## src/rtl/fat2_pkg.sv

```systemverilog
// ----------------------------------------------------------------------------
// fat2_pkg: shared types, constants and arctangent table
// Widths, turn offsets and the octant arctangent table used by the atan2 chain.
// ----------------------------------------------------------------------------
package fat2_pkg;

    localparam int FRAC_BITS    = 14;
    localparam int DIV_STEPS    = FRAC_BITS + 1;
    localparam int SEG_SHIFT    = FRAC_BITS - 4;
    localparam int QUARTER_TURN = 1 << (FRAC_BITS - 2);
    localparam int HALF_TURN    = 1 << (FRAC_BITS - 1);

    typedef logic [16:0] mag_t;    // magnitude 0..32768
    typedef logic [14:0] quot_t;   // Q14 tangent 0..16384
    typedef logic [11:0] oct_t;    // octant angle 0..2048
    typedef logic [7:0]  slope_t;  // table step between two entries

    typedef struct packed {
        logic sneg;   // sine component negative
        logic cneg;   // cosine component negative
        logic swap;   // |sine| > |cosine|, operands exchanged
        logic zero;   // both components zero
    } fat2_flags_t;

    function automatic oct_t octant_entry(input logic [4:0] idx);
        oct_t v;
        case (idx)
            5'd0:    v = 12'd0;
            5'd1:    v = 12'd163;
            5'd2:    v = 12'd324;
            5'd3:    v = 12'd483;
            5'd4:    v = 12'd639;
            5'd5:    v = 12'd790;
            5'd6:    v = 12'd936;
            5'd7:    v = 12'd1075;
            5'd8:    v = 12'd1209;
            5'd9:    v = 12'd1336;
            5'd10:   v = 12'd1457;
            5'd11:   v = 12'd1571;
            5'd12:   v = 12'd1678;
            5'd13:   v = 12'd1779;
            5'd14:   v = 12'd1874;
            5'd15:   v = 12'd1964;
            5'd16:   v = 12'd2048;
            default: v = 12'd0;
        endcase
        return v;
    endfunction

endpackage

```

## src/rtl/fat2_fold.sv

```systemverilog
// ----------------------------------------------------------------------------
// fat2_fold: fold input vector into the first octant
// Takes magnitudes, orders them so y <= x and records quadrant flags.
// ----------------------------------------------------------------------------
module fat2_fold (
    input  logic                 clk,
    input  logic                 rst_n,
    input  logic                 en,
    input  logic                 in_valid,
    input  logic signed [15:0]   sine_value,
    input  logic signed [15:0]   cosine_value,
    output logic                 valid_reg,
    output fat2_pkg::mag_t       y_reg,
    output fat2_pkg::mag_t       x_reg,
    output fat2_pkg::fat2_flags_t flags_reg
);
    import fat2_pkg::*;

    logic signed [16:0] s_ext;
    logic signed [16:0] c_ext;
    mag_t               ms;
    mag_t               mc;
    logic               swap;
    mag_t               y_next;
    mag_t               x_next;
    fat2_flags_t        flags_next;

    always_comb
    begin
        s_ext = {sine_value[15], sine_value};
        c_ext = {cosine_value[15], cosine_value};
        ms    = sine_value[15]   ? mag_t'(-s_ext) : mag_t'(s_ext);
        mc    = cosine_value[15] ? mag_t'(-c_ext) : mag_t'(c_ext);
        swap  = (ms > mc);
        y_next = swap ? mc : ms;
        x_next = swap ? ms : mc;
        flags_next.sneg = sine_value[15];
        flags_next.cneg = cosine_value[15];
        flags_next.swap = swap;
        flags_next.zero = (x_next == '0);
    end

    always_ff @(posedge clk or negedge rst_n)
    begin
        if (!rst_n)
        begin
            valid_reg <= 1'b0;
        end
        else if (en)
        begin
            valid_reg <= in_valid;
        end
    end

    always_ff @(posedge clk)
    begin
        if (en)
        begin
            y_reg     <= y_next;
            x_reg     <= x_next;
            flags_reg <= flags_next;
        end
    end

endmodule

```

## src/rtl/fat2_div_cell.sv

```systemverilog
// ----------------------------------------------------------------------------
// fat2_div_cell: one restoring division step
// Compares the partial remainder with the divisor, appends one quotient bit
// and hands remainder, divisor, quotient and flags to the next cell.
// ----------------------------------------------------------------------------
module fat2_div_cell (
    input  logic                  clk,
    input  logic                  rst_n,
    input  logic                  en,
    input  logic                  valid_in,
    input  fat2_pkg::mag_t        rem_in,
    input  fat2_pkg::mag_t        x_in,
    input  fat2_pkg::quot_t       q_in,
    input  fat2_pkg::fat2_flags_t flags_in,
    output logic                  valid_reg,
    output fat2_pkg::mag_t        rem_reg,
    output fat2_pkg::mag_t        x_reg,
    output fat2_pkg::quot_t       q_reg,
    output fat2_pkg::fat2_flags_t flags_reg
);
    import fat2_pkg::*;

    logic        ge;
    mag_t        diff;
    logic [15:0] kept;
    mag_t        rem_next;
    quot_t       q_next;

    always_comb
    begin
        ge       = (rem_in >= x_in);
        diff     = rem_in - x_in;
        // remainder after the step is below the divisor, so 16 bits hold it
        kept     = ge ? diff[15:0] : rem_in[15:0];
        rem_next = {kept, 1'b0};
        q_next   = {q_in[DIV_STEPS-2:0], ge};
    end

    always_ff @(posedge clk or negedge rst_n)
    begin
        if (!rst_n)
        begin
            valid_reg <= 1'b0;
        end
        else if (en)
        begin
            valid_reg <= valid_in;
        end
    end

    always_ff @(posedge clk)
    begin
        if (en)
        begin
            rem_reg   <= rem_next;
            x_reg     <= x_in;
            q_reg     <= q_next;
            flags_reg <= flags_in;
        end
    end

endmodule

```

## src/rtl/fat2_interp.sv

```systemverilog
// ----------------------------------------------------------------------------
// fat2_interp: table lookup and linear interpolation
// Splits the tangent into segment and weight, looks up the table, then adds
// the weighted step to the lower entry (floor).
// ----------------------------------------------------------------------------
module fat2_interp (
    input  logic                  clk,
    input  logic                  rst_n,
    input  logic                  en,
    input  logic                  valid_in,
    input  fat2_pkg::quot_t       t_in,
    input  fat2_pkg::fat2_flags_t flags_in,
    output logic                  valid_reg,
    output fat2_pkg::oct_t        a_reg,
    output fat2_pkg::fat2_flags_t flags_reg
);
    import fat2_pkg::*;

    logic [3:0]  seg;
    quot_t       frac;
    oct_t        lo;
    oct_t        hi;
    oct_t        lo_next;
    slope_t      slope_next;

    logic        lk_valid_reg;
    oct_t        lo_reg;
    slope_t      slope_reg;
    quot_t       frac_reg;
    fat2_flags_t lk_flags_reg;

    logic [22:0] prod;
    oct_t        a_next;

    always_comb
    begin
        // tangent of exactly one clamps to the last segment at full weight
        seg  = t_in[FRAC_BITS] ? 4'd15 : t_in[FRAC_BITS-1:SEG_SHIFT];
        frac = t_in[FRAC_BITS] ? quot_t'(1 << FRAC_BITS)
                               : {1'b0, t_in[SEG_SHIFT-1:0], 4'b0000};
        lo   = octant_entry({1'b0, seg});
        hi   = octant_entry(5'({1'b0, seg} + 5'd1));
        lo_next    = flags_in.zero ? '0 : lo;
        slope_next = flags_in.zero ? '0 : slope_t'(hi - lo);
    end

    always_comb
    begin
        prod   = 23'(slope_reg) * 23'(frac_reg);
        a_next = lo_reg + oct_t'(prod[22:FRAC_BITS]);
    end

    always_ff @(posedge clk or negedge rst_n)
    begin
        if (!rst_n)
        begin
            lk_valid_reg <= 1'b0;
            valid_reg    <= 1'b0;
        end
        else if (en)
        begin
            lk_valid_reg <= valid_in;
            valid_reg    <= lk_valid_reg;
        end
    end

    always_ff @(posedge clk)
    begin
        if (en)
        begin
            lo_reg       <= lo_next;
            slope_reg    <= slope_next;
            frac_reg     <= frac;
            lk_flags_reg <= flags_in;
            a_reg        <= a_next;
            flags_reg    <= lk_flags_reg;
        end
    end

endmodule

```

## src/rtl/fixed_point_atan2_table_top.sv

```systemverilog
// ----------------------------------------------------------------------------
// fixed_point_atan2_table_top: four-quadrant arctangent, table interpolation
// Streams sine/cosine pairs in and angles out, one transaction per cycle.
// ----------------------------------------------------------------------------
// Usage:
//   Slave channel s_axis_*: one sine/cosine pair per transaction.
//   Master channel m_axis_*: one angle per input, in input order;
//   16384 units make a full turn, results span -8192..8192, (0,0) gives 0.
//   Stages from accepted input to m_axis_tvalid:
//   1 fold stage, 15 division cells, 2 interpolation stages, 1 output stage.
//   Throughput: one transaction per cycle, set by the division chain, whose
//   cells each resolve one quotient bit and pass their word on every cycle.
//   When the receiver stalls with a result waiting, the whole chain holds and
//   s_axis_tready drops; it rises again as soon as the result is taken.
//   Reset clears all valid flags; no result is presented until new input
//   arrives, and the block takes input in the first cycle after reset.
// ----------------------------------------------------------------------------
module fixed_point_atan2_table_top (
    input  logic        clk,
    input  logic        rst_n,
    input  logic        s_axis_tvalid,
    output logic        s_axis_tready,
    input  logic [31:0] s_axis_tdata,   // [15:0] sine_value, [31:16] cosine_value
    output logic        m_axis_tvalid,
    input  logic        m_axis_tready,
    output logic [15:0] m_axis_tdata    // [14:0] signed angle, [15] reserved, driven 0
);
    import fat2_pkg::*;

    logic        en;

    logic        valid_chain [0:DIV_STEPS];
    mag_t        rem_chain   [0:DIV_STEPS];
    mag_t        x_chain     [0:DIV_STEPS];
    quot_t       q_chain     [0:DIV_STEPS];
    fat2_flags_t flags_chain [0:DIV_STEPS];

    logic        ip_valid;
    oct_t        ip_a;
    fat2_flags_t ip_flags;

    logic signed [14:0] a_ext;
    logic signed [14:0] base;
    logic signed [14:0] angle_next;
    logic signed [14:0] angle_reg;
    logic               out_valid_reg;

    // advance the whole chain unless a finished result is held
    assign en            = !out_valid_reg || m_axis_tready;
    assign s_axis_tready = en;

    fat2_fold u_fold (
        .clk          (clk),
        .rst_n        (rst_n),
        .en           (en),
        .in_valid     (s_axis_tvalid),
        .sine_value   (s_axis_tdata[15:0]),
        .cosine_value (s_axis_tdata[31:16]),
        .valid_reg    (valid_chain[0]),
        .y_reg        (rem_chain[0]),
        .x_reg        (x_chain[0]),
        .flags_reg    (flags_chain[0])
    );

    assign q_chain[0] = '0;

    for (genvar i = 0; i < DIV_STEPS; i++)
    begin : g_div
        fat2_div_cell u_cell (
            .clk       (clk),
            .rst_n     (rst_n),
            .en        (en),
            .valid_in  (valid_chain[i]),
            .rem_in    (rem_chain[i]),
            .x_in      (x_chain[i]),
            .q_in      (q_chain[i]),
            .flags_in  (flags_chain[i]),
            .valid_reg (valid_chain[i+1]),
            .rem_reg   (rem_chain[i+1]),
            .x_reg     (x_chain[i+1]),
            .q_reg     (q_chain[i+1]),
            .flags_reg (flags_chain[i+1])
        );
    end

    fat2_interp u_interp (
        .clk       (clk),
        .rst_n     (rst_n),
        .en        (en),
        .valid_in  (valid_chain[DIV_STEPS]),
        .t_in      (q_chain[DIV_STEPS]),
        .flags_in  (flags_chain[DIV_STEPS]),
        .valid_reg (ip_valid),
        .a_reg     (ip_a),
        .flags_reg (ip_flags)
    );

    // unfold the octant angle by quadrant
    always_comb
    begin
        a_ext = {3'b000, ip_a};
        if (ip_flags.cneg)
        begin
            base = ip_flags.swap ? 15'(QUARTER_TURN) + a_ext : 15'(HALF_TURN) - a_ext;
        end
        else
        begin
            base = ip_flags.swap ? 15'(QUARTER_TURN) - a_ext : a_ext;
        end
        angle_next = ip_flags.sneg ? -base : base;
    end

    always_ff @(posedge clk or negedge rst_n)
    begin
        if (!rst_n)
        begin
            out_valid_reg <= 1'b0;
        end
        else if (en)
        begin
            out_valid_reg <= ip_valid;
        end
    end

    always_ff @(posedge clk)
    begin
        if (en)
        begin
            angle_reg <= angle_next;
        end
    end

    assign m_axis_tvalid = out_valid_reg;
    assign m_axis_tdata  = {1'b0, angle_reg};

`ifndef NO_ASSERTIONS
    // final division remainder stays below twice the divisor
    a_rem_bound: assert property (@(posedge clk) disable iff (!rst_n)
        valid_chain[DIV_STEPS] && !flags_chain[DIV_STEPS].zero
        |-> ({1'b0, rem_chain[DIV_STEPS]} < {x_chain[DIV_STEPS], 1'b0}))
        else $error("division remainder out of range");

    // octant angle never exceeds one eighth of a turn
    a_oct_bound: assert property (@(posedge clk) disable iff (!rst_n)
        ip_valid |-> (ip_a <= oct_t'(QUARTER_TURN / 2)))
        else $error("octant angle out of range");

    // delivered angle lies within half a turn either way
    a_angle_bound: assert property (@(posedge clk) disable iff (!rst_n)
        m_axis_tvalid |-> ((angle_reg <= 15'sd8192) && (angle_reg >= -15'sd8192)))
        else $error("angle out of range");
`endif

endmodule
```

## config.mk

```make
export PLATFORM = sky130hd
export DESIGN_NAME = fixed_point_atan2_table_top
export DESIGN_NICKNAME = d
export VERILOG_FILES = /design/src/rtl/fat2_pkg.sv /design/src/rtl/fat2_fold.sv /design/src/rtl/fat2_div_cell.sv /design/src/rtl/fat2_interp.sv /design/src/rtl/fixed_point_atan2_table_top.sv
export SDC_FILE = /design/constraint.sdc
export NUM_CORES = 1
export LEC_CHECK = 0
export BUFFER_PORTS_ARGS = -buffer_cell sky130_fd_sc_hd__buf_2
export CAP_MARGIN = 30
export CORE_ASPECT_RATIO = 0.7
export CORE_MARGIN = 2
export CORE_UTILIZATION = 55
export DETAILED_ROUTE_END_ITERATION = 10
export MAX_ROUTING_LAYER = met4
export PLACE_DENSITY = 0.72
export SETUP_SLACK_MARGIN = 0.1
export SKIP_LAST_GASP = 1
export SLEW_MARGIN = 15
export SYNTH_ARGS = -nofsm -noshare
export SYNTH_HDL_FRONTEND = slang
export SYNTH_HIERARCHICAL = 1
export SYNTH_SLANG_ARGS = --single-unit
```

## constraint.sdc

```tcl
create_clock -name clk -period 73.9 [get_ports clk]
set_input_delay 14.78 -clock clk [delete_from_list [all_inputs] [get_ports clk]]
set_output_delay 14.78 -clock clk [all_outputs]
set_load 0.05 [all_outputs]
```

Word level (Yosys, flattened, before mapping)
Memories as Yosys holds them, arrays and structs flattened. Cells that the tools add are included.

Magnitude comparators: 16. Multiply operators: 1. Reductions and logical operators: 3. $add $sub $neg: 23. Mux-type cells: 24.

Operators by type and width (number): 17-bit >= comparator (15); 16-bit 2-to-1 mux (14); 16-bit subtractor (14); 15-bit 2-to-1 mux (5); 17-bit 2-to-1 mux (4); 16-bit negation with 17-bit output (2); 8-bit by 15-bit multiplier with 23-bit output (1); 17-bit > comparator (1); 17-bit logical NOT (1); 15-bit negation (1); 14-bit by 12-bit subtractor with 15-bit output, first input constant (1); 13-bit by 12-bit adder with 14-bit output, first input constant (1); 13-bit by 12-bit subtractor with 14-bit output, first input constant (1); 12-bit by 9-bit adder with 12-bit output (1); 8-bit subtractor (1); 4-bit by 1-bit adder with 5-bit output, second input constant (1); 4-bit 2-to-1 mux (1); 1-bit logical NOT (1); 1-bit logical OR (1).

Flip-flop bits (word level): 767. Memory bits (read-only): 560. Memories: 2. Bits of input ports: 36.

Memories: (name not given) (depth 32, width 12, rd ports 1, clocked after Yosys merged registers in 0, wr ports 0, RTL line fat2_pkg.sv:27) `case (idx)`; (name not given) (depth 16, width 11, rd ports 1, clocked after Yosys merged registers in 0, wr ports 0, RTL line fat2_pkg.sv:27).

Longest topological paths before layout
Depth in word-level cells: 5. Gate-level depth with buffers: 24. Depth with buffers taken out: 23.

Modules after synthesis
The synthesis kept the hierarchy.

Modules (own cells, without submodules): fat2_div_cell at g_div[0].u_cell ... (sequential area each 1586.5 µm², times used 10, cells each 232, area each 2748.9 µm²); fat2_div_cell at g_div[14].u_cell ... (sequential area each 1586.5 µm², times used 4, cells each 199, area each 2701.3 µm²); fat2_interp (sequential area each 1551.5 µm², times used 1, cells each 558, area each 5589.1 µm²); fat2_fold (sequential area each 1166.1 µm², times used 1, cells each 286, area each 2890.3 µm²); fat2_div_cell at g_div[3].u_cell (sequential area each 1586.5 µm², times used 1, cells each 205, area each 2840.2 µm²); fixed_point_atan2_table_top (sequential area each 475.5 µm², times used 1, cells each 140, area each 1378.8 µm²).

Worst setup path before layout
Ideal clock, no wire load.

Path type: input port to output port. Start point: in m_axis_tready. End point: out s_axis_tready. Arrival: 36563 ps. Slack: 22557 ps. Stages on the path: 1. Cell sequence: nand2b_1.

Word-level cells in the longest chain between the ends: 1.

Ends and longest elaborated chain: start, declared (RTL line fixed_point_atan2_table_top.sv:25) `input logic m_axis_tready,`; 1-bit logical OR (RTL line fixed_point_atan2_table_top.sv:49) `assign en = !out_valid_reg || m_axis_tready;`; end, declared (RTL line fixed_point_atan2_table_top.sv:22) `output logic s_axis_tready,`.

No other way between the ends.

Final worst setup path
Ends and elaborated chain as after synthesis.

==> run summary <==
WS Path Type = input port to output pin
Vias/cell = 5.83
Total CTS buffers = 76
Final Wtd Congestion = 0.937
Routed Antenna Nets = 0
Die Span Y = 246 microns
# clock sinks = 762
Hold Crit Start = g_div[5].u_cell/q_reg[4]
Final Max Tran Viols = 0
Max Cap Viol = 0
Most frequent cells in the layout = edfxtp_1, inv_1, ha_1, nand2_1, a21oi_1
Initial DRC Count = 3009
Post-Synthesis Cells = 4089
Reg2reg start = u_interp/slope_reg[7]
H-tree Lvls = 3
Hpwl dp = 72.7 mm
Nets = 4534
Clk_skew = 0.0306 ns
Util after Layout = 0.604
Synth warn = 6
Buffers added on ports = 52
Critical path endpoint category = output pin
Gr ovfl total = 0
Row cnt = 88
Fmax = 32.7 MHz
Slew @ Worst Pin = 0.891 ns
Aggregate routed wire length = 97.9 mm
Core Box Area = 82800 sq um
Clock-pin slew on the worst setup and hold paths = 0.06 ns
Vias = 30700
Data required time of the worst path = 59.12 ns
Crit path from = m_axis_tready
WHS = 0.415 ns
Clock Tree Buf Depth = 3
WL/cell = 18.6 microns
Die Footprint = 86400 sq um
RSZ-0062 raised after global routing = false
Die W = 350 microns
Final Hold Viols = 0
Post-Syn Area = 46200 sq um
Slew HR = 0.406
Gr usage total = 0.234
Vias in the first global route = 28600
Residual DRC count = 0
Top fanout value on the critical path = 31
Clk root buf = clkbuf_16
Final period utilization = 0.414
First-pass DRT Iterations = 6
Largest net degree at the start of global routing = 160
Share of cells above drive strength 1 = 0.100
Setup crit start kind = input port
CP arrival = 15.80 ns
Min Tclk post-route = 30.58 ns
Commonest non-fill, non-tap cell in the layout = edfxtp_1
Min-delay worst type = flop to flop
CTS tree = done
Synthesized area per cell = 11.3 sq um
Setup Total Neg Slack = 0 ns
Post-CTS setup buffer count = 0
Final setup vio count = 0
Initial antenna violation count = 1
Starting density of the core = 0.558
Global-route wire length before repair = 156 mm
R2R Setup Slk = 67.80 ns
Clock Latency Late Sink = 0.65 ns
Outcome = completed
P&R area growth vs syn = 8.19%
Max FFs per register = 238
Cts repair resizes = 0
CTS hold repair buffers = 0
# IOs = 54
Ant diodes = 0
worst paths after layout:
kind / endpoint / depth (start not counted)
worst max-delay path: s_axis_tready / 3
worst min-delay path: g_div[6].u_cell/q_reg[5] / 0
worst max register to register: u_interp/a_reg[9] / 20
worst min register to register: g_div[6].u_cell/q_reg[5] / 0
max in group asynchronous: g_div[10].u_cell/valid_reg / 1
min in group asynchronous: m_axis_tvalid / 1
worst max-delay path, stage by stage:
cell,delay (ns)
buf_2,0.08
nand2b_4,0.42
buf_2,0.48
metrics by stage:
stage	instance area (sq um)	worst slack (ns)	instances
2_1_floorplan	46200	25.88	4091
3_3_place_gp	47100	43.30	5131
3_5_place_dp	47200	43.30	5136
4_1_cts	49900	43.30	5272
5_1_grt	50000	43.24	5274
6_report	50000	43.32	5274
metal layers:
metal	routed length (microns)	vias up	track usage
met5	0	-	-
met4	1550	0	0.0494
met3	6760	104	0.0414
met2	41400	947	0.328
met1	48200	14900	0.354
li1	-	14800	-
final cells by class:
| type | count | area, sq um |
|---|---|---|
| inverters | 430 | 1610 |
| clock buffers | 81 | 1940 |
| fillers | 6780 | 32800 |
| well taps | 1125 | 1410 |
| flip-flops and latches | 762 | 22800 |
| repair buffers | 81 | 556 |
| clock inverters | 55 | 796 |
| multi-input cells | 2740 | 20900 |
Power is left out: the tool's default activity adds up to more than one toggle a clock period on the data nets, which glitch-free logic cannot reach.
